===== config.mk =====
export PLATFORM = sky130hd
export DESIGN_NAME = access_lock_controller_flat
export DESIGN_NICKNAME = d
export VERILOG_FILES = /design/src/rtl/alc_pkg.sv /design/src/rtl/alc_in_if.sv /design/src/rtl/alc_out_if.sv /design/src/rtl/alc_cfg_if.sv /design/src/rtl/alc_cfg_regs.sv /design/src/rtl/alc_core.sv /design/src/rtl/access_lock_controller.sv /design/src/flat_wrapper.sv
export SDC_FILE = /design/constraint.sdc
export NUM_CORES = 1
export LEC_CHECK = 0
export ABC_CLOCK_PERIOD_IN_PS = 9000
export BUFFER_PORTS_ARGS = -buffer_cell sky130_fd_sc_hd__buf_2
export CAP_MARGIN = 0
export CORE_MARGIN = 3
export CORE_UTILIZATION = 60
export CTS_CLUSTER_SIZE = 40
export DETAILED_ROUTE_END_ITERATION = 7
export HOLD_SLACK_MARGIN = 0.03
export PLACE_DENSITY = 0.79
export SLEW_MARGIN = 25
export SYNTH_ARGS = -nofsm -noshare
export SYNTH_HDL_FRONTEND = slang
export SYNTH_SLANG_ARGS = --single-unit

===== constraint.sdc =====
create_clock -name clk_i -period 9 [get_ports clk_i]
set_input_delay 0.9 -clock clk_i [delete_from_list [all_inputs] [get_ports clk_i]]
set_output_delay 0.9 -clock clk_i [all_outputs]
set_load 0.02 [all_outputs]

===== src/rtl/alc_pkg.sv =====
// Package: shared types, constants and codes of the access lock controller.
`default_nettype none

package alc_pkg;

  // Fixed sizes.
  localparam int unsigned CodeBytes      = 19;
  localparam int unsigned CodeIdxW       = $clog2(CodeBytes);
  localparam int unsigned LenW           = 5;
  localparam int unsigned MaxEntry       = 19;
  localparam int unsigned PressesNeeded  = 3;
  localparam int unsigned PressW         = $clog2(PressesNeeded + 1);
  localparam int unsigned BlinkHalfMs    = 50;
  localparam int unsigned BlinkW         = $clog2(BlinkHalfMs + 1);
  localparam int unsigned TicksPerSecond = 1000;
  localparam int unsigned LockMsW        = $clog2(TicksPerSecond + 1);
  localparam int unsigned CfgIdxW        = 3;
  localparam int unsigned CfgDataW       = 64;
  localparam int unsigned FailMax        = 15;

  localparam logic [7:0] CharCr   = 8'h0D;
  localparam logic [7:0] CharNull = 8'h00;

  typedef enum logic [1:0] {
    OpChar   = 2'd0,
    OpTick   = 2'd1,
    OpPress  = 2'd2,
    OpLogout = 2'd3
  } op_e;

  // Mode state machine, one-hot.
  typedef enum logic [3:0] {
    ModeCode   = 4'b0001,
    ModeButton = 4'b0010,
    ModeAuth   = 4'b0100,
    ModeLocked = 4'b1000
  } mode_e;

  localparam logic [1:0] ModeOutCode   = 2'd0;
  localparam logic [1:0] ModeOutButton = 2'd1;
  localparam logic [1:0] ModeOutAuth   = 2'd2;
  localparam logic [1:0] ModeOutLocked = 2'd3;

  typedef enum logic [3:0] {
    EvNone        = 4'd0,
    EvDenied      = 4'd1,
    EvTooLong     = 4'd2,
    EvConfirmAsk  = 4'd3,
    EvConfirmFail = 4'd4,
    EvGranted     = 4'd5,
    EvLocked      = 4'd6,
    EvUnlocked    = 4'd7,
    EvLoggedOut   = 4'd8
  } event_e;

  typedef enum logic [CfgIdxW-1:0] {
    RegCodeLow    = 3'd0,
    RegCodeMid    = 3'd1,
    RegCodeHigh   = 3'd2,
    RegCodeLength = 3'd3,
    RegFailLimit  = 3'd4,
    RegLockSecs   = 3'd5,
    RegConfirmWin = 3'd6,
    RegDebounce   = 3'd7
  } cfg_reg_e;

  typedef struct packed {
    logic [CodeBytes-1:0][7:0] code;
    logic [LenW-1:0]           len_eff;
    logic [3:0]                fail_limit;
    logic [7:0]                lock_secs;
    logic [15:0]               confirm_win;
    logic [15:0]               debounce;
  } cfg_t;

  typedef struct packed {
    logic [1:0] mode;
    logic       echo_star;
    logic [3:0] event_res;
    logic [3:0] failure_count;
    logic       led_level;
    logic [7:0] seconds_left;
  } result_t;

endpackage

`default_nettype wire


===== src/rtl/alc_in_if.sv =====
// Interface: input item channel.
`default_nettype none

interface alc_in_if;
  logic       valid;
  logic       ready;
  logic [1:0] operation;
  logic [7:0] char_code;

  modport source (output valid, operation, char_code, input ready);
  modport sink (input valid, operation, char_code, output ready);
endinterface

`default_nettype wire


===== src/rtl/alc_out_if.sv =====
// Interface: result item channel.
`default_nettype none

interface alc_out_if;
  logic       valid;
  logic       ready;
  logic [1:0] mode;
  logic       echo_star;
  logic [3:0] event_res;
  logic [3:0] failure_count;
  logic       led_level;
  logic [7:0] seconds_left;

  modport source (output valid, mode, echo_star, event_res, failure_count, led_level,
                  seconds_left, input ready);
  modport sink (input valid, mode, echo_star, event_res, failure_count, led_level,
                seconds_left, output ready);
endinterface

`default_nettype wire


===== src/rtl/alc_cfg_if.sv =====
// Interface: configuration write channel.
`default_nettype none

interface alc_cfg_if;
  logic        valid;
  logic        ready;
  logic [2:0]  index;
  logic [63:0] data;

  modport source (output valid, index, data, input ready);
  modport sink (input valid, index, data, output ready);
endinterface

`default_nettype wire


===== src/rtl/alc_cfg_regs.sv =====
// Configuration registers and effective code length.
`default_nettype none

module alc_cfg_regs
  import alc_pkg::*;
(
  input  wire logic                clk_i,
  input  wire logic                rst_ni,
  input  wire logic                wr_i,
  input  wire logic [CfgIdxW-1:0]  idx_i,
  input  wire logic [CfgDataW-1:0] data_i,
  output cfg_t                     cfg_o
);

  logic [63:0] code_low_q, code_mid_q;
  logic [23:0] code_high_q;
  logic [4:0]  code_len_q;
  logic [3:0]  fail_limit_q;
  logic [7:0]  lock_secs_q;
  logic [15:0] confirm_win_q;
  logic [15:0] debounce_q;

  logic [CodeBytes*8-1:0] code_flat;
  logic [LenW-1:0]        len_eff;

  always_ff @(posedge clk_i or negedge rst_ni) begin
    if (!rst_ni) begin
      code_low_q    <= '0;
      code_mid_q    <= '0;
      code_high_q   <= '0;
      code_len_q    <= 5'd12;
      fail_limit_q  <= 4'd3;
      lock_secs_q   <= 8'd30;
      confirm_win_q <= 16'd10000;
      debounce_q    <= 16'd200;
    end else if (wr_i) begin
      case (cfg_reg_e'(idx_i))
        RegCodeLow:    code_low_q    <= data_i;
        RegCodeMid:    code_mid_q    <= data_i;
        RegCodeHigh:   code_high_q   <= data_i[23:0];
        RegCodeLength: code_len_q    <= data_i[4:0];
        RegFailLimit:  fail_limit_q  <= data_i[3:0];
        RegLockSecs:   lock_secs_q   <= data_i[7:0];
        RegConfirmWin: confirm_win_q <= data_i[15:0];
        RegDebounce:   debounce_q    <= data_i[15:0];
        default: ;
      endcase
    end
  end

  assign code_flat = {code_high_q, code_mid_q, code_low_q};

  // Code ends at its first zero byte; bytes past the stored ones read as zero.
  always_comb begin
    if (code_len_q > LenW'(CodeBytes)) begin
      len_eff = LenW'(CodeBytes);
    end else begin
      len_eff = code_len_q;
    end
    for (int i = CodeBytes - 1; i >= 0; i--) begin
      if ((LenW'(i) < code_len_q) && (code_flat[8*i +: 8] == CharNull)) begin
        len_eff = LenW'(i);
      end
    end
  end

  always_comb begin
    cfg_o.code        = code_flat;
    cfg_o.len_eff     = len_eff;
    cfg_o.fail_limit  = fail_limit_q;
    cfg_o.lock_secs   = lock_secs_q;
    cfg_o.confirm_win = confirm_win_q;
    cfg_o.debounce    = debounce_q;
  end

endmodule

`default_nettype wire


===== src/rtl/alc_core.sv =====
// Lock state and single-pass update for one item.
`default_nettype none

module alc_core
  import alc_pkg::*;
(
  input  wire logic       clk_i,
  input  wire logic       rst_ni,
  input  wire logic       step_i,
  input  wire logic [1:0] op_i,
  input  wire logic [7:0] char_i,
  input  cfg_t            cfg_i,
  output result_t         res_o
);

  mode_e               mode_q, mode_d;
  logic [LenW-1:0]     entry_q, entry_d;
  logic [LenW-1:0]     cmp_len_q, cmp_len_d;
  logic                zero_q, zero_d;
  logic                mism_q, mism_d;
  logic [3:0]          fail_q, fail_d;
  logic [PressW-1:0]   press_q, press_d;
  logic [15:0]         since_q, since_d;
  logic [15:0]         confirm_q, confirm_d;
  logic [LockMsW-1:0]  lock_ms_q, lock_ms_d;
  logic [7:0]          lock_secs_q, lock_secs_d;
  logic [BlinkW-1:0]   blink_q, blink_d;
  logic                led_q, led_d;

  logic                star;
  event_e              ev;
  logic                fail_req;
  event_e              fail_ev;
  logic [LenW-1:0]     chk_len;
  logic [7:0]          code_at;
  logic [LockMsW-1:0]  ms_n;
  logic [7:0]          secs_n;
  logic [BlinkW-1:0]   blink_n;
  logic [PressW-1:0]   press_n;
  logic [3:0]          fail_n;
  logic [1:0]          mode_out;

  assign code_at = (entry_q < LenW'(CodeBytes)) ? cfg_i.code[entry_q[CodeIdxW-1:0]] : CharNull;
  assign chk_len = zero_q ? cmp_len_q : entry_q;

  always_comb begin
    mode_d      = mode_q;
    entry_d     = entry_q;
    cmp_len_d   = cmp_len_q;
    zero_d      = zero_q;
    mism_d      = mism_q;
    fail_d      = fail_q;
    press_d     = press_q;
    since_d     = since_q;
    confirm_d   = confirm_q;
    lock_ms_d   = lock_ms_q;
    lock_secs_d = lock_secs_q;
    blink_d     = blink_q;
    led_d       = led_q;
    star        = 1'b0;
    ev          = EvNone;
    fail_req    = 1'b0;
    fail_ev     = EvNone;
    ms_n        = '0;
    secs_n      = lock_secs_q;
    blink_n     = '0;
    press_n     = press_q;
    fail_n      = fail_q;

    case (op_e'(op_i))
      OpChar: begin
        if (mode_q == ModeCode) begin
          if (char_i == CharCr) begin
            if (!mism_q && (chk_len == cfg_i.len_eff)) begin
              entry_d   = '0;
              cmp_len_d = '0;
              zero_d    = 1'b0;
              mism_d    = 1'b0;
              mode_d    = ModeButton;
              press_d   = '0;
              since_d   = '0;
              confirm_d = '0;
              ev        = EvConfirmAsk;
            end else begin
              fail_req = 1'b1;
              fail_ev  = EvDenied;
            end
          end else if (entry_q < LenW'(MaxEntry)) begin
            if (!zero_q) begin
              if (char_i == CharNull) begin
                zero_d    = 1'b1;
                cmp_len_d = entry_q;
              end else if ((entry_q >= cfg_i.len_eff) || (char_i != code_at)) begin
                mism_d = 1'b1;
              end
            end
            entry_d = entry_q + LenW'(1);
            star    = 1'b1;
          end else begin
            fail_req = 1'b1;
            fail_ev  = EvTooLong;
          end
        end
      end
      OpTick: begin
        if (since_q != 16'hFFFF) begin
          since_d = since_q + 16'd1;
        end
        if (mode_q == ModeButton) begin
          if (confirm_q != 16'hFFFF) begin
            confirm_d = confirm_q + 16'd1;
          end
          if (confirm_d >= cfg_i.confirm_win) begin
            fail_req = 1'b1;
            fail_ev  = EvConfirmFail;
          end
        end else if (mode_q == ModeLocked) begin
          ms_n = lock_ms_q + LockMsW'(1);
          if (ms_n >= LockMsW'(TicksPerSecond)) begin
            ms_n = '0;
            if (lock_secs_q != 8'd0) begin
              secs_n = lock_secs_q - 8'd1;
            end
          end
          lock_ms_d   = ms_n;
          lock_secs_d = secs_n;
          if (secs_n == 8'd0) begin
            mode_d    = ModeCode;
            fail_d    = '0;
            entry_d   = '0;
            cmp_len_d = '0;
            zero_d    = 1'b0;
            mism_d    = 1'b0;
            led_d     = 1'b0;
            blink_d   = '0;
            lock_ms_d = '0;
            ev        = EvUnlocked;
          end else begin
            blink_n = blink_q + BlinkW'(1);
            if (blink_n >= BlinkW'(BlinkHalfMs)) begin
              blink_n = '0;
              led_d   = ~led_q;
            end
            blink_d = blink_n;
          end
        end
      end
      OpPress: begin
        if (since_q >= cfg_i.debounce) begin
          since_d = '0;
          if (mode_q == ModeButton) begin
            if (press_q < PressW'(PressesNeeded)) begin
              press_n = press_q + PressW'(1);
            end
            press_d = press_n;
            if (press_n >= PressW'(PressesNeeded)) begin
              mode_d = ModeAuth;
              ev     = EvGranted;
            end
          end
        end
      end
      OpLogout: begin
        if (mode_q == ModeAuth) begin
          mode_d    = ModeCode;
          entry_d   = '0;
          cmp_len_d = '0;
          zero_d    = 1'b0;
          mism_d    = 1'b0;
          ev        = EvLoggedOut;
        end
      end
      default: ;
    endcase

    // Failure: count (saturating), clear the entry, lock at the limit.
    if (fail_req) begin
      if (fail_q != 4'(FailMax)) begin
        fail_n = fail_q + 4'd1;
      end
      fail_d    = fail_n;
      entry_d   = '0;
      cmp_len_d = '0;
      zero_d    = 1'b0;
      mism_d    = 1'b0;
      if (fail_n < cfg_i.fail_limit) begin
        mode_d = ModeCode;
        ev     = fail_ev;
      end else begin
        mode_d      = ModeLocked;
        lock_secs_d = (cfg_i.lock_secs != 8'd0) ? cfg_i.lock_secs : 8'd1;
        lock_ms_d   = '0;
        blink_d     = '0;
        led_d       = 1'b0;
        ev          = EvLocked;
      end
    end
  end

  always_comb begin
    case (mode_d)
      ModeCode:   mode_out = ModeOutCode;
      ModeButton: mode_out = ModeOutButton;
      ModeAuth:   mode_out = ModeOutAuth;
      ModeLocked: mode_out = ModeOutLocked;
      default:    mode_out = ModeOutCode;
    endcase
  end

  always_comb begin
    res_o.mode          = mode_out;
    res_o.echo_star     = star;
    res_o.event_res     = ev;
    res_o.failure_count = fail_d;
    res_o.led_level     = led_d;
    res_o.seconds_left  = (mode_d == ModeLocked) ? lock_secs_d : 8'd0;
  end

  always_ff @(posedge clk_i or negedge rst_ni) begin
    if (!rst_ni) begin
      mode_q      <= ModeCode;
      entry_q     <= '0;
      cmp_len_q   <= '0;
      zero_q      <= 1'b0;
      mism_q      <= 1'b0;
      fail_q      <= '0;
      press_q     <= '0;
      since_q     <= '0;
      confirm_q   <= '0;
      lock_ms_q   <= '0;
      lock_secs_q <= '0;
      blink_q     <= '0;
      led_q       <= 1'b0;
    end else if (step_i) begin
      mode_q      <= mode_d;
      entry_q     <= entry_d;
      cmp_len_q   <= cmp_len_d;
      zero_q      <= zero_d;
      mism_q      <= mism_d;
      fail_q      <= fail_d;
      press_q     <= press_d;
      since_q     <= since_d;
      confirm_q   <= confirm_d;
      lock_ms_q   <= lock_ms_d;
      lock_secs_q <= lock_secs_d;
      blink_q     <= blink_d;
      led_q       <= led_d;
    end
  end

  // A locked block always has at least one second left.
  a_locked_secs: assert property (@(posedge clk_i) disable iff (!rst_ni)
    (mode_q == ModeLocked) |-> (lock_secs_q != 8'd0))
    else $error("locked with no seconds left");

  // The LED only lights during a lockout.
  a_led_locked: assert property (@(posedge clk_i) disable iff (!rst_ni)
    led_q |-> (mode_q == ModeLocked))
    else $error("LED lit outside lockout");

  // The compared length lies strictly inside the stored entry.
  a_cmp_len: assert property (@(posedge clk_i) disable iff (!rst_ni)
    zero_q |-> ((cmp_len_q < entry_q) && (entry_q <= LenW'(MaxEntry))))
    else $error("compare length outside entry");

  // A logout while authenticated returns to awaiting the code.
  a_logout: assert property (@(posedge clk_i) disable iff (!rst_ni)
    (step_i && (op_i == OpLogout) && (mode_q == ModeAuth)) |=>
      ((mode_q == ModeCode) && (entry_q == '0)))
    else $error("logout did not return to code entry");

endmodule

`default_nettype wire


===== src/rtl/access_lock_controller.sv =====
// Top level: access lock controller with input stage and result register.
//
//   channel  direction  transfer carries
//   in_i     sink       operation, char_code
//   cfg_i    sink       index, data (register write)
//   out_o    source     mode, echo_star, event_res, failure_count, led_level, seconds_left
//
// One item per cycle sustained while out_o.ready stays high; an item's result
// reaches out_o through the input register, then the result register, the lock
// state being updated as the item moves into the result register.
// Reset (rst_ni low) clears the lock state, the configuration to its defaults and
// both stage valids; no clearing pass.
// A stalled result holds in the output register; an empty input stage still takes
// one more item, then in_i.ready drops until the result is taken.
`default_nettype none

module access_lock_controller
  import alc_pkg::*;
(
  input  wire logic clk_i,
  input  wire logic rst_ni,
  alc_in_if.sink    in_i,
  alc_cfg_if.sink   cfg_i,
  alc_out_if.source out_o
);

  // Input stage.
  logic       in_valid_q;
  logic [1:0] op_q;
  logic [7:0] char_q;

  // Result register.
  logic       out_valid_q;
  result_t    res_q;

  logic       advance;
  cfg_t       cfg;
  result_t    res;

  // Item leaves the input stage when the result register is free or emptying.
  assign advance    = in_valid_q && (!out_valid_q || out_o.ready);
  assign in_i.ready = !in_valid_q || advance;

  // Writes are always taken; the block is idle by contract when they come.
  assign cfg_i.ready = 1'b1;

  alc_cfg_regs u_cfg (
    .clk_i  (clk_i),
    .rst_ni (rst_ni),
    .wr_i   (cfg_i.valid),
    .idx_i  (cfg_i.index),
    .data_i (cfg_i.data),
    .cfg_o  (cfg)
  );

  alc_core u_core (
    .clk_i  (clk_i),
    .rst_ni (rst_ni),
    .step_i (advance),
    .op_i   (op_q),
    .char_i (char_q),
    .cfg_i  (cfg),
    .res_o  (res)
  );

  always_ff @(posedge clk_i or negedge rst_ni) begin
    if (!rst_ni) begin
      in_valid_q <= 1'b0;
    end else if (in_i.ready) begin
      in_valid_q <= in_i.valid;
    end
  end

  always_ff @(posedge clk_i) begin
    if (in_i.valid && in_i.ready) begin
      op_q   <= in_i.operation;
      char_q <= in_i.char_code;
    end
  end

  always_ff @(posedge clk_i or negedge rst_ni) begin
    if (!rst_ni) begin
      out_valid_q <= 1'b0;
    end else if (advance) begin
      out_valid_q <= 1'b1;
    end else if (out_o.ready) begin
      out_valid_q <= 1'b0;
    end
  end

  always_ff @(posedge clk_i) begin
    if (advance) begin
      res_q <= res;
    end
  end

  assign out_o.valid         = out_valid_q;
  assign out_o.mode          = res_q.mode;
  assign out_o.echo_star     = res_q.echo_star;
  assign out_o.event_res     = res_q.event_res;
  assign out_o.failure_count = res_q.failure_count;
  assign out_o.led_level     = res_q.led_level;
  assign out_o.seconds_left  = res_q.seconds_left;

endmodule

`default_nettype wire


===== src/flat_wrapper.sv =====
// flat-port wrapper written by rule: the top's interface ports become plain ports
module access_lock_controller_flat import alc_pkg::*;
  (clk_i, rst_ni, in_i_valid, in_i_operation, in_i_char_code, in_i_ready, cfg_i_valid, cfg_i_index, cfg_i_data, cfg_i_ready, out_o_valid, out_o_mode, out_o_echo_star, out_o_event_res, out_o_failure_count, out_o_led_level, out_o_seconds_left, out_o_ready);
  alc_in_if in_i_i ();
  alc_cfg_if cfg_i_i ();
  alc_out_if out_o_i ();
  input  wire logic clk_i;
  input  wire logic rst_ni;
  input wire logic [$bits(in_i_i.valid)-1:0] in_i_valid;
  input wire logic [$bits(in_i_i.operation)-1:0] in_i_operation;
  input wire logic [$bits(in_i_i.char_code)-1:0] in_i_char_code;
  output wire logic [$bits(in_i_i.ready)-1:0] in_i_ready;
  input wire logic [$bits(cfg_i_i.valid)-1:0] cfg_i_valid;
  input wire logic [$bits(cfg_i_i.index)-1:0] cfg_i_index;
  input wire logic [$bits(cfg_i_i.data)-1:0] cfg_i_data;
  output wire logic [$bits(cfg_i_i.ready)-1:0] cfg_i_ready;
  output wire logic [$bits(out_o_i.valid)-1:0] out_o_valid;
  output wire logic [$bits(out_o_i.mode)-1:0] out_o_mode;
  output wire logic [$bits(out_o_i.echo_star)-1:0] out_o_echo_star;
  output wire logic [$bits(out_o_i.event_res)-1:0] out_o_event_res;
  output wire logic [$bits(out_o_i.failure_count)-1:0] out_o_failure_count;
  output wire logic [$bits(out_o_i.led_level)-1:0] out_o_led_level;
  output wire logic [$bits(out_o_i.seconds_left)-1:0] out_o_seconds_left;
  input wire logic [$bits(out_o_i.ready)-1:0] out_o_ready;
  assign in_i_i.valid = in_i_valid;
  assign in_i_i.operation = in_i_operation;
  assign in_i_i.char_code = in_i_char_code;
  assign in_i_ready = in_i_i.ready;
  assign cfg_i_i.valid = cfg_i_valid;
  assign cfg_i_i.index = cfg_i_index;
  assign cfg_i_i.data = cfg_i_data;
  assign cfg_i_ready = cfg_i_i.ready;
  assign out_o_valid = out_o_i.valid;
  assign out_o_mode = out_o_i.mode;
  assign out_o_echo_star = out_o_i.echo_star;
  assign out_o_event_res = out_o_i.event_res;
  assign out_o_failure_count = out_o_i.failure_count;
  assign out_o_led_level = out_o_i.led_level;
  assign out_o_seconds_left = out_o_i.seconds_left;
  assign out_o_i.ready = out_o_ready;
  access_lock_controller u_core (.clk_i(clk_i), .rst_ni(rst_ni), .in_i(in_i_i), .cfg_i(cfg_i_i), .out_o(out_o_i));
endmodule

# == Yosys cells after proc, flatten, opt, wreduce, memory -nomap -nowiden ==
# Index checks and enable logic that the tools add are counted.
# word_totals
elab_cells,351
ff_bits,312
# classes
n_eq_ne,41
reduce_logical,73
n_bitwise,3
add_sub_neg,8
n_lt_le_gt_ge,30
n_mux,165
# ops
cell,count
5-bit two-way mux,36
8-bit zero test,21
16-bit two-way mux,9
8-bit two-way mux,13
4-bit two-way mux,24
10-bit two-way mux,7
16-bit case mux with 3 select lines,1
6-bit two-way mux,7
8-bit binary-select mux with 5-bit select,1
"4-bit by 5-bit < comparator with 1-bit output, first input constant",8
1-bit two-way mux,35
"16-bit by 1-bit adder with 16-bit output, second input constant",2
16-bit greater-or-equal comparator,2
"16-bit != test, second input constant",2
16-bit case mux with 2 select lines,1
4-bit case mux with 4 select lines,2
5-bit case mux with 3 select lines,2
"4-bit != test, second input constant",7
2-bit two-way mux,13
3-bit two-way mux,8
1-bit logical AND,22
"3-bit by 5-bit < comparator with 1-bit output, first input constant",4
2-bit AND reduction,8
8-bit nonzero test,2
other kinds (51),83

# == Longest topological paths before layout ==
# Gate-level depths: netlist (run 1).
# depth
word_depth,33
depth_mapped,20
ltp_nobuf,19

# == Cells and area by module ==
# From an unflattened synthesis (run 1), not the netlist that was laid out.
# hier_totals
hier_cells,1526
area_unflattened_um2,17066.4
# modules_own_cells
mod,area_each_um2,seq_area_each_um2,cells_per_inst,n_inst
alc_cfg_regs,8361.8,5049.8,575,1
alc_core,7688.6,1978.1,911,1
access_lock_controller,1016.0,950.9,40,1

# == Worst setup path before layout (run 1) ==
# OpenSTA, ideal clock, no wires.
# synth_path
path_kind,reg-to-reg
startpoint,reg u_core.u_core.confirm_q[0]
endpoint,reg u_core.res_q (netlist bit u_core.out_o.mode[0]) (data pin)
t_required_ns,8.723
path_buffers,1
arrival_time_ns,3.819
path_stages_with_launch,21
setup_slack_ns,4.904
setup_time_ns,0.277
path_cell_list,dfrtp_1 > ha_1 > nand2_1 > nor3_1 > nand4_1 > nor2b_1 > and2_0 > nand3_1 > xnor2_1 > ha_1 > a21o_1 > a21o_1 > a21oi_1 > nand2_1 > a21oi_1 > o21a_1 > nand4_1 > and2_1 > buf_6 > a31oi_4 > o41ai_1
# synth_lines
item,line_no,text
from (decl),alc_core.sv:24,"logic [15:0] confirm_q, confirm_d;"
from (signal assigned),alc_core.sv:243,confirm_q <= confirm_d;
to (signal assigned),access_lock_controller.sv:93,res_q <= res;
to (decl),access_lock_controller.sv:34,result_t res_q;

==> metrics.log, run 1 <==
[metrics] result of the run: finished clean
[metrics] gate count of the mapped netlist: 1584
[metrics] setup slack after layout: between 3 and 4 ns
[metrics] Pre-antenna DRT Iters: 5
[metrics] first-pass GRT wire length: 72.7 mm
[metrics] area added between synthesis and finish: 11.4%
[metrics] number of buffer cells added on primary ports: between 100 and 150
[metrics] final worst clock skew: around 0.017 ns
[metrics] pin count of the biggest net entering global routing: approximately 130
[metrics] DIE HEIGHT: between 150 and 200 um
[metrics] fraction of registers with async set or reset after synthesis: between 90% and 100%
[metrics] number of CTS-inserted buffers: 35
[metrics] max capacitance violation total: 0
[metrics] Ant. Diodes: 0
[metrics] worst hold-check path type: input port to asynchronous set/reset pin
[metrics] Critical Path End Type: flop
[metrics] GRT Residual Overflow: 0
[metrics] chip width: 176 um
[metrics] Worst-Margin Slew: approximately 0.9 ns
[metrics] post-detailed-route count of antenna-violating nets: 0
[metrics] Initial Util: 61.6%
[metrics] wire length per cell after detailed routing: between 20 and 25 um
[metrics] maximum fanout encountered on the critical timing path: 11
[metrics] # hold bufs at CTS: 0
[metrics] final count of hold timing violations: 0
[metrics] fmax: around 0.18 GHz
[metrics] part of the Yosys area used for sequential elements: between 40 and 50%
[metrics] core occupancy in the finished layout: about 69%
[metrics] critical path arrival: between 5 and 6 ns
[metrics] starting DRC count in detailed routing: between 1000 and 1500
[metrics] average cell area after synthesis: approximately 11 sq um
[metrics] start-to-end type of the worst setup path: flop to flop
[metrics] final setup violating endpoints: 0
[metrics] Pins Over Slew Limit: 0
[metrics] startpoint type of the worst setup path: flop
[metrics] number of enable flip-flop cells after synthesis: 30
[metrics] Leak Pwr: around 8.3 nW
[metrics] commonest register cell after synthesis: sky130_fd_sc_hd__dfrtp_1
[metrics] Yosys Warn Count: 0
[metrics] part of the total power dissipated in sequential elements: about 44%
[metrics] setup repair after global routing missed its margin: false
[metrics] Routability Congestion: between 0.9 and 1
[metrics] Site Rows: between 60 and 70
[metrics] number of antenna violations at the first check in global routing: 2
[metrics] combinational share of power: around 23%
[metrics] share of the clock period used by the worst path: 60.1%
[metrics] number of sinks on the clock net: roughly 310
[metrics] all-layer global routing usage: 29.3%
[metrics] maximum count of clock buffers along a single path: 3
[metrics] Internal Power: 2.99 mW
[metrics] cell breakdown of the critical path: and4_1 > nand2_1 > nor3_1 > nand4_1 > nor2b_1 > and2_0 > nand3_1 > xnor2_1 > ha_1 > a21o_1 > a21o_1 > a21oi_1 > nand2_1 > a21oi_1 > o21a_1 > nand4_1 > and2_1 > a31oi_4 > o41ai_1
[metrics] Via Count: around 14000
[metrics] global routing met2 resource utilization: between 40% and 50%
[metrics] fraction of met3 tracks used by global routing: 4.37%
[metrics] Worst Hold Margin: 0.295 ns
[metrics] met1 usage in global routing: 39.2%
[metrics] proportion of total power due to net switching: a little under a third
[metrics] vias per std cell: approximately 6.6
[metrics] clock transition at the registers of the reported paths: ~0.06 ns
[metrics] netlist area before placement: roughly 17000 sq um
[metrics] detailed-route DRC error count: 0
[metrics] number of unique standard cell types used by synthesis: 94
[metrics] Design Power: between 4 and 5 mW
[metrics] fraction of final layout cells with drive strength greater than 1: between 20% and 30%
[metrics] worst setup slack before clock tree synthesis: ~3.7 ns
[metrics] number of instances resized during post-cts repair: 0
[metrics] pwr/cell area: 223 nW/um^2
[metrics] time the final worst path needs with I/O delays and setup: 5.41 ns
[metrics] worst reg-to-reg path cell count: 19
[metrics] sum of negative setup slack: 0 ns
[metrics] worst-case vdd ir drop: 0.183 mV
[metrics] post-detail-place hpwl: 31.7 mm
[metrics] area of the die: roughly 31000 sq um
[metrics] Worst EP required: 9.24 ns
[metrics] Worst-Skew Late Latency: about 0.53 ns
[metrics] layout net count: between 1500 and 2000
[metrics] net count after synthesis: around 1700
[metrics] via count of the first global-routing pass: 13300
[metrics] clock group share of total power: roughly a third
[metrics] Top Usage Layer GRT: met2
[metrics] clock tree from TritonCTS: done
[metrics] root buf cell: sky130_fd_sc_hd__clkbuf_16
[metrics] Boundary Pins: 105
[metrics] synthesized flop and latch total: 312
[metrics] core region area: about 28000 sq um
[metrics] highest-delay cell along the critical path: sky130_fd_sc_hd__dfrtp_1
[metrics] post-CTS setup buffer count: 0
[metrics] max_slew headroom: 37.7%
[metrics] maximum cell stage delay along the critical path: between 0.4 and 0.5 ns
[metrics] number of H-tree levels: 2
[metrics] post-detailed-routing wire length: 45.8 mm
[metrics] power dissipated by switching net loads: around 1.3 mW
[metrics] total of fill cells in the finished design: approximately 2100
==> layout by cell type (no fill, tap or decap), types with 6 or more instances in the layout <==
| cell type | count |
|---|---|
| sky130_fd_sc_hd__nand3_1 | 47 |
| sky130_fd_sc_hd__dfrtp_1 | 263 |
| sky130_fd_sc_hd__nand4_1 | 18 |
| sky130_fd_sc_hd__edfxtp_1 | 30 |
| sky130_fd_sc_hd__and2_1 | 12 |
| sky130_fd_sc_hd__clkbuf_16 | 36 |
| sky130_fd_sc_hd__buf_4 | 12 |
| sky130_fd_sc_hd__inv_1 | 74 |
| sky130_fd_sc_hd__a22oi_1 | 12 |
| sky130_fd_sc_hd__nor2b_1 | 17 |
| sky130_fd_sc_hd__buf_2 | 102 |
| sky130_fd_sc_hd__or4_1 | 7 |
| sky130_fd_sc_hd__a41oi_1 | 8 |
| sky130_fd_sc_hd__o21ai_0 | 79 |
| sky130_fd_sc_hd__a31oi_1 | 19 |
| sky130_fd_sc_hd__o22ai_1 | 6 |
| sky130_fd_sc_hd__o21ai_1 | 10 |
| sky130_fd_sc_hd__nand2_1 | 115 |
| sky130_fd_sc_hd__a211oi_1 | 6 |
| sky130_fd_sc_hd__nor2_1 | 81 |
| sky130_fd_sc_hd__nand2b_1 | 21 |
| sky130_fd_sc_hd__o32ai_1 | 8 |
| sky130_fd_sc_hd__a21o_1 | 13 |
| sky130_fd_sc_hd__dfstp_2 | 17 |
| sky130_fd_sc_hd__xor2_1 | 8 |
| sky130_fd_sc_hd__o21a_1 | 8 |
| sky130_fd_sc_hd__o31ai_1 | 11 |
| sky130_fd_sc_hd__xnor2_1 | 13 |
| sky130_fd_sc_hd__mux2i_1 | 37 |
| sky130_fd_sc_hd__a22o_1 | 11 |
| sky130_fd_sc_hd__ha_1 | 50 |
| sky130_fd_sc_hd__nor4_1 | 49 |
| sky130_fd_sc_hd__mux4_2 | 30 |
| sky130_fd_sc_hd__nor3_1 | 22 |
| sky130_fd_sc_hd__clkbuf_8 | 7 |
| sky130_fd_sc_hd__nand3b_1 | 6 |
| sky130_fd_sc_hd__and3_1 | 22 |
| sky130_fd_sc_hd__a21oi_1 | 45 |
| sky130_fd_sc_hd__mux2_2 | 205 |
| sky130_fd_sc_hd__o211ai_1 | 16 |
==> routing by layer <==
| metal | wire length (um) | vias up |
|---|---|---|
| li1 | - | 6068 |
| met1 | 18300 | 6755 |
| met2 | 21900 | 647 |
| met3 | 3470 | 140 |
| met4 | 2100 | 2 |
| met5 | 13 | - |
==> area by class of cell <==
type	count	area, sq um	area share, %
sequential	312	7980	41.3
clock buffer	48	1020	5.25
timing repair buffer	118	666	3.44
clock inverter	16	166	0.861
tap	378	473	2.45
inverter	75	282	1.46
multi-input combinational	1114	8750	45.3
==> path summary, 6_finish.rpt <==
path,from,to,slack [ns]
setup / recovery,u_core.u_core.confirm_q[4],u_core.out_o.mode[0],3.59
hold / removal,rst_ni,u_core.u_cfg.confirm_win_q[1],0.30
setup reg to reg,u_core.u_core.confirm_q[4],u_core.out_o.mode[0],3.59
hold reg to reg,u_core.in_valid_q,u_core.out_o.valid,0.51
max in group asynchronous,rst_ni,u_core.u_core.entry_q[1],7.24
min in group clk_i,u_core.in_valid_q,u_core.out_o.valid,0.51
==> state kept, by name (all words and copies together) (netlist names), 4 cells and up <==
| register | count |
|---|---|
| u_core.char_q | 8 |
| u_core.out_o.event_res | 4 |
| u_core.out_o.failure_count | 4 |
| u_core.out_o.seconds_left | 8 |
| u_core.u_cfg.code_high_q | 24 |
| u_core.u_cfg.code_len_q | 5 |
| u_core.u_cfg.code_low_q | 64 |
| u_core.u_cfg.code_mid_q | 64 |
| u_core.u_cfg.confirm_win_q | 16 |
| u_core.u_cfg.debounce_q | 16 |
| u_core.u_cfg.fail_limit_q | 4 |
| u_core.u_cfg.lock_secs_q | 8 |
| u_core.u_core.blink_q | 6 |
| u_core.u_core.cmp_len_q | 5 |
| u_core.u_core.confirm_q | 16 |
| u_core.u_core.entry_q | 5 |
| u_core.u_core.fail_q | 4 |
| u_core.u_core.lock_ms_q | 10 |
| u_core.u_core.lock_secs_q | 8 |
| u_core.u_core.mode_q | 4 |
| u_core.u_core.since_q | 16 |
==> synth_stat cells (7+ instances only) <==
cell                         n  share of area, %
sky130_fd_sc_hd__o32ai_1     8              0.40
sky130_fd_sc_hd__inv_1      74               1.6
sky130_fd_sc_hd__mux2i_1    37               2.1
sky130_fd_sc_hd__ha_1       50               3.6
sky130_fd_sc_hd__dfstp_2    17               2.6
sky130_fd_sc_hd__nor3_1     23              0.66
sky130_fd_sc_hd__nor2_1     81               1.8
sky130_fd_sc_hd__nand2b_1   21              0.76
sky130_fd_sc_hd__a22o_1     11              0.56
sky130_fd_sc_hd__o21ai_0    79               2.3
sky130_fd_sc_hd__edfxtp_1   30               5.2
sky130_fd_sc_hd__or4_1       7              0.30
sky130_fd_sc_hd__o211ai_1   16              0.69
sky130_fd_sc_hd__mux2_2    205                13
sky130_fd_sc_hd__nor4_1     49               1.8
sky130_fd_sc_hd__a31oi_1    19              0.68
sky130_fd_sc_hd__nand3_1    47               1.4
sky130_fd_sc_hd__a21oi_1    45               1.3
sky130_fd_sc_hd__a22oi_1    12              0.52
sky130_fd_sc_hd__and2_1     12              0.43
sky130_fd_sc_hd__xor2_1      8              0.40
sky130_fd_sc_hd__dfrtp_1   265                38
sky130_fd_sc_hd__o21ai_1    10              0.29
sky130_fd_sc_hd__clkbuf_1   58               1.3
sky130_fd_sc_hd__nand4_1    18              0.65
sky130_fd_sc_hd__xnor2_1    13              0.66
sky130_fd_sc_hd__and3_1     22              0.79
sky130_fd_sc_hd__o31ai_1    11              0.48
sky130_fd_sc_hd__a21o_1     13              0.56
sky130_fd_sc_hd__a41oi_1     8              0.40
sky130_fd_sc_hd__buf_2      13              0.37
sky130_fd_sc_hd__nand2_1   115               2.5
sky130_fd_sc_hd__nor2b_1    17              0.61
sky130_fd_sc_hd__o21a_1      8              0.35
sky130_fd_sc_hd__mux4_2     30               3.9
==> power groups by stage <==
stage / clock network [mW] / logic, mW / registers, mW
after global routing: 1.53 / 1.06 / 1.91
after floorplan: 0 / 0.725 / 1.79
after detailed placement: 0 / 0.948 / 1.90
after global placement: 0 / 0.920 / 1.89
final: 1.46 / 0.972 / 1.89
after CTS: 1.47 / 0.961 / 1.88
==> worst max-delay path: cells and delay by family (launching register included) <==
kind | cells | cell delay [ns]
AOI/OAI and AO/OA | 7 | 1.61
DFF | 1 | 0.44
and+or+nand+nor | 10 | 2.62
adders and majority gates | 1 | 0.29
xor gates and xnor gates | 1 | 0.15
==> logic make-up (layout without fill, tap and decap cells) <==
| group | after synthesis | after routing | share of synthesized area [%] |
|---|---|---|---|
| compound gates | 316 | 316 | 12.7 |
| simple gates | 454 | 454 | 13.6 |
| xor+xnor | 21 | 21 | 1.06 |
| other cells | 1 | 1 | 0.0216 |
| buf+inv | 158 | 257 | 3.68 |
| flops | 312 | 312 | 46.0 |
| fa+ha+maj | 50 | 50 | 3.61 |
| mux | 272 | 272 | 19.3 |
==> stage by stage <==
| step | std cells | cell area, sq um |
|---|---|---|
| global placement | 1995 | 18100 |
| finish | 2061 | 19300 |
| floorplan | 1584 | 17400 |
| CTS | 2059 | 19300 |
| global route | 2061 | 19300 |
| detailed placement | 1995 | 18100 |
Power figures use the tool's default switching activity.
==> inputs of run 2 (changes only) <==
Settings changed: ABC_AREA set to 1, ABC_CLOCK_PERIOD_IN_PS 9000 to 5300.
Clock period 9 ns to 5.3 ns, I/O delays scaled along.
==> run 2 against run 1 <==
Against the previous run: setup slack got worse by 3.0 ns; via count grew 17%; wire length up 3.2%; core utilization decreased by 0.50 points; largest power group unchanged; die area up 1.3%; clock skew increased by 0.0071 ns; combinational power rose to 3.3 times the previous value; sequential share of layout area is 0.60 points lower; critical path depth increased by 11; sequential power rose by 82%; maximum frequency is 14% higher; largest cell class unchanged; highest routed layer is now met4; critical path type unchanged.
==> metrics.log, run 2 <==
[metrics] fraction of registers with async set or reset after synthesis: between 90% and 100%
[metrics] Site Rows: 62
[metrics] Area contributors post-synth: sky130_fd_sc_hd__dfrtp_1 38%, sky130_fd_sc_hd__nand2_1 12%, sky130_fd_sc_hd__o21ai_0 10%, sky130_fd_sc_hd__inv_1 6.6%, sky130_fd_sc_hd__edfxtp_1 5.1%
[metrics] share of the clock period used by the worst path: around nine tenths
[metrics] dominant combinational cell family by area after synthesis: simple AND/OR/NAND/NOR gates
[metrics] max_slew headroom: a little over a quarter
[metrics] Ant. Diodes: 0
[metrics] starting DRC count in detailed routing: ~1700
[metrics] number of enable flip-flop cells after synthesis: 30
[metrics] placed instance count: between 2000 and 3000
[metrics] Worst EP required: ~5.6 ns
[metrics] result of the run: finished clean
[metrics] library cell with the largest summed area after synthesis: sky130_fd_sc_hd__dfrtp_1
[metrics] gate count of the mapped netlist: ~2300
[metrics] critical path arrival: ~5.0 ns
[metrics] netlist area before placement: 17600 sq um
[metrics] startpoint type of the worst setup path: flop
[metrics] layout net count: ~2500
[metrics] share of the synthesized area in the top cell type: a little under two fifths
[metrics] most numerous cell in the Yosys netlist: sky130_fd_sc_hd__nand2_1
[metrics] Worst Hold Margin: ~0.059 ns
[metrics] area of the die: around 31000 sq um
[metrics] adder-cell share of the synthesized area: 3.56%
[metrics] DIE HEIGHT: 177 um
[metrics] part of the Yosys area used for sequential elements: between 40% and 50%
[metrics] maximum count of clock buffers along a single path: 3
[metrics] Boundary Pins: 105
[metrics] wire length per cell after detailed routing: about 17 um
[metrics] fraction of final layout cells with drive strength greater than 1: ~11%
[metrics] time the final worst path needs with I/O delays and setup: 4.74 ns
[metrics] final setup violating endpoints: 0
[metrics] Leak Pwr: 9.59 nW
[metrics] Top Usage Layer GRT: met2
[metrics] fmax: about 0.21 GHz
[metrics] pin count of the biggest net entering global routing: 129
[metrics] worst-case vdd ir drop: 0.302 mV
[metrics] Pins Over Slew Limit: 0
[metrics] Initial Util: 61.1%
[metrics] post-detailed-route count of antenna-violating nets: 0
[metrics] Worst-Margin Slew: between 1 and 1.5 ns
[metrics] maximum fanout encountered on the critical timing path: 25
[metrics] fraction of the mapped netlist area in compound gates: between 15 and 20%
[metrics] number of buffer cells added on primary ports: ~100
[metrics] post-CTS setup buffer count: 0
[metrics] global routing met2 resource utilization: 46.8%
[metrics] all-layer global routing usage: 30.5%
[metrics] # hold bufs at CTS: 0
[metrics] fraction of met3 tracks used by global routing: about 5.6%
[metrics] first-pass GRT wire length: roughly 77 mm
[metrics] number of sinks on the clock net: about 310
[metrics] synthesized flop and latch total: roughly 310
[metrics] simple-gate area share of the yosys netlist: 23.6%
[metrics] met1 usage in global routing: between 40% and 50%
[metrics] detailed-route DRC error count: 0
[metrics] Regs by FF count: u_core.u_cfg.code_low_q: 64 flops, u_core.u_cfg.code_mid_q: 64 flops, u_core.u_cfg.code_high_q: 24 flops
[metrics] most frequent cells in the layout: 546 x sky130_fd_sc_hd__nand2_1, 351 x sky130_fd_sc_hd__o21ai_0, 308 x sky130_fd_sc_hd__inv_1
[metrics] number of unique standard cell types used by synthesis: 60
[metrics] delay-heaviest family, CP: simple AND/OR/NAND/NOR gates
[metrics] final worst clock skew: 0.0236 ns
[metrics] post-detailed-routing wire length: around 47 mm
[metrics] number of buffers and inverters on the critical path: 3
[metrics] pwr/cell area: roughly 480 nW/um^2
[metrics] number of cells in the finished layout apart from fillers: 2757
[metrics] Via Count: 16000
[metrics] clock transition at the registers of the reported paths: approximately 0.060 ns
[metrics] cell mode on critical path: sky130_fd_sc_hd__nand2_1
[metrics] total of fill cells in the finished design: ~2400
[metrics] GRT Residual Overflow: 0
[metrics] worst reg-to-reg path cell count: 30
[metrics] max capacitance violation total: 0
[metrics] chip width: between 150 and 200 um
[metrics] setup repair after global routing missed its margin: false
[metrics] root buf cell: sky130_fd_sc_hd__clkbuf_16
[metrics] worst hold-check path type: input port to asynchronous set/reset pin
[metrics] number of instances resized during post-cts repair: 0
[metrics] number of antenna violations at the first check in global routing: 0
[metrics] leading post-synthesis cells by instance count: 549 x sky130_fd_sc_hd__nand2_1, 351 x sky130_fd_sc_hd__o21ai_0, 309 x sky130_fd_sc_hd__inv_1
[metrics] multiplexer fraction of the synthesized cell area: 0%
[metrics] core region area: approximately 29000 sq um
[metrics] average cell area after synthesis: between 7 and 8 sq um
[metrics] Design Power: about 9.4 mW
[metrics] number of CTS-inserted buffers: 35
[metrics] commonest register cell after synthesis: sky130_fd_sc_hd__dfrtp_1
[metrics] clock tree from TritonCTS: done
[metrics] Worst-Skew Late Latency: 0.54 ns
[metrics] depth of the critical timing path with buffers and inverters included: 30
[metrics] post-synthesis share of cell area spent on xor and xnor gates: 1.89%
[metrics] final count of hold timing violations: 0
[metrics] Yosys Warn Count: 0
[metrics] highest-delay cell along the critical path: sky130_fd_sc_hd__dfrtp_1
[metrics] via count of the first global-routing pass: 15000
[metrics] start-to-end type of the worst setup path: flop to flop
[metrics] number of H-tree levels: 2
[metrics] Critical Path End Type: flop
[metrics] Routability Congestion: 1.00
[metrics] sum of negative setup slack: 0 ns
[metrics] vias per std cell: just under 6
[metrics] net count after synthesis: about 2400
[metrics] Pre-antenna DRT Iters: 6
[metrics] post-detail-place hpwl: approximately 34 mm
[metrics] area added between synthesis and finish: 11.5%
[metrics] maximum cell stage delay along the critical path: between 0.3 and 0.4 ns
[metrics] most common cell after layout, fill and taps aside: sky130_fd_sc_hd__nand2_1
## run 2: where the power goes
group          total, mW  switching (mW)  internal (mW)
clock               2.67            1.04           1.64
combinational       3.24            2.13           1.11
sequential          3.44           0.498           2.95
total               9.36            3.67           5.69
## run 2: per-stage QoR
| step | worst slack [ns] | utilization, % | cell area (sq um) |
|---|---|---|---|
| 6_report | 0.563 | 68.2 | 19600 |
| 5_1_grt | 0.0510 | 68.2 | 19600 |
| 4_1_cts | 0.584 | 68.1 | 19600 |
| 3_5_place_dp | 0.612 | 63.7 | 18300 |
| 3_3_place_gp | 0.761 | 63.7 | 18300 |
| 2_1_floorplan | 1.16 | - | 17600 |
## run 2: final timing paths
kind | start | end | slack (ns)
max | u_core.u_core.confirm_q[0] | u_core.out_o.mode[0] | 0.56
max reg2reg | u_core.u_core.confirm_q[0] | u_core.out_o.mode[0] | 0.56
min in group clk_i | in_i_operation[0] | u_core.op_q[0] | 0.18
min reg2reg | u_core.u_cfg.confirm_win_q[11] | u_core.u_cfg.confirm_win_q[11] | 0.49
max in group asynchronous | rst_ni | u_core.u_core.since_q[8] | 3.87
min | rst_ni | u_core.u_cfg.code_mid_q[49] | 0.06
## run 2: cell type report
type                       instances  area [sq um]  area share (%)
multi-input combinational       1555          8020            40.9
tap                              384           480            2.45
sequential                       312          7980            40.7
clock buffer                      41           950            4.84
clock inverter                    23           319            1.63
inverter                         327          1230            6.27
timing repair buffer             115           632            3.22
## run 2: cell families (layout without fill, tap and decap cells)
group / after synthesis / after routing
XOR/XNOR: 38 / 38
adder cells (fa/ha/maj): 50 / 50
AO/OA/AOI/OAI: 520 / 520
AND/OR/NAND/NOR: 946 / 946
flip-flops: 312 / 312
buffers and inverters: 417 / 506
other: 1 / 1
## run 2: layer usage
layer / vias to the layer above / part of all wire, %
li1: 7635 / -
met1: 7485 / 43
met2: 745 / 45
met3: 114 / 9.4
met4: 0 / 2.9
met5: - / 0
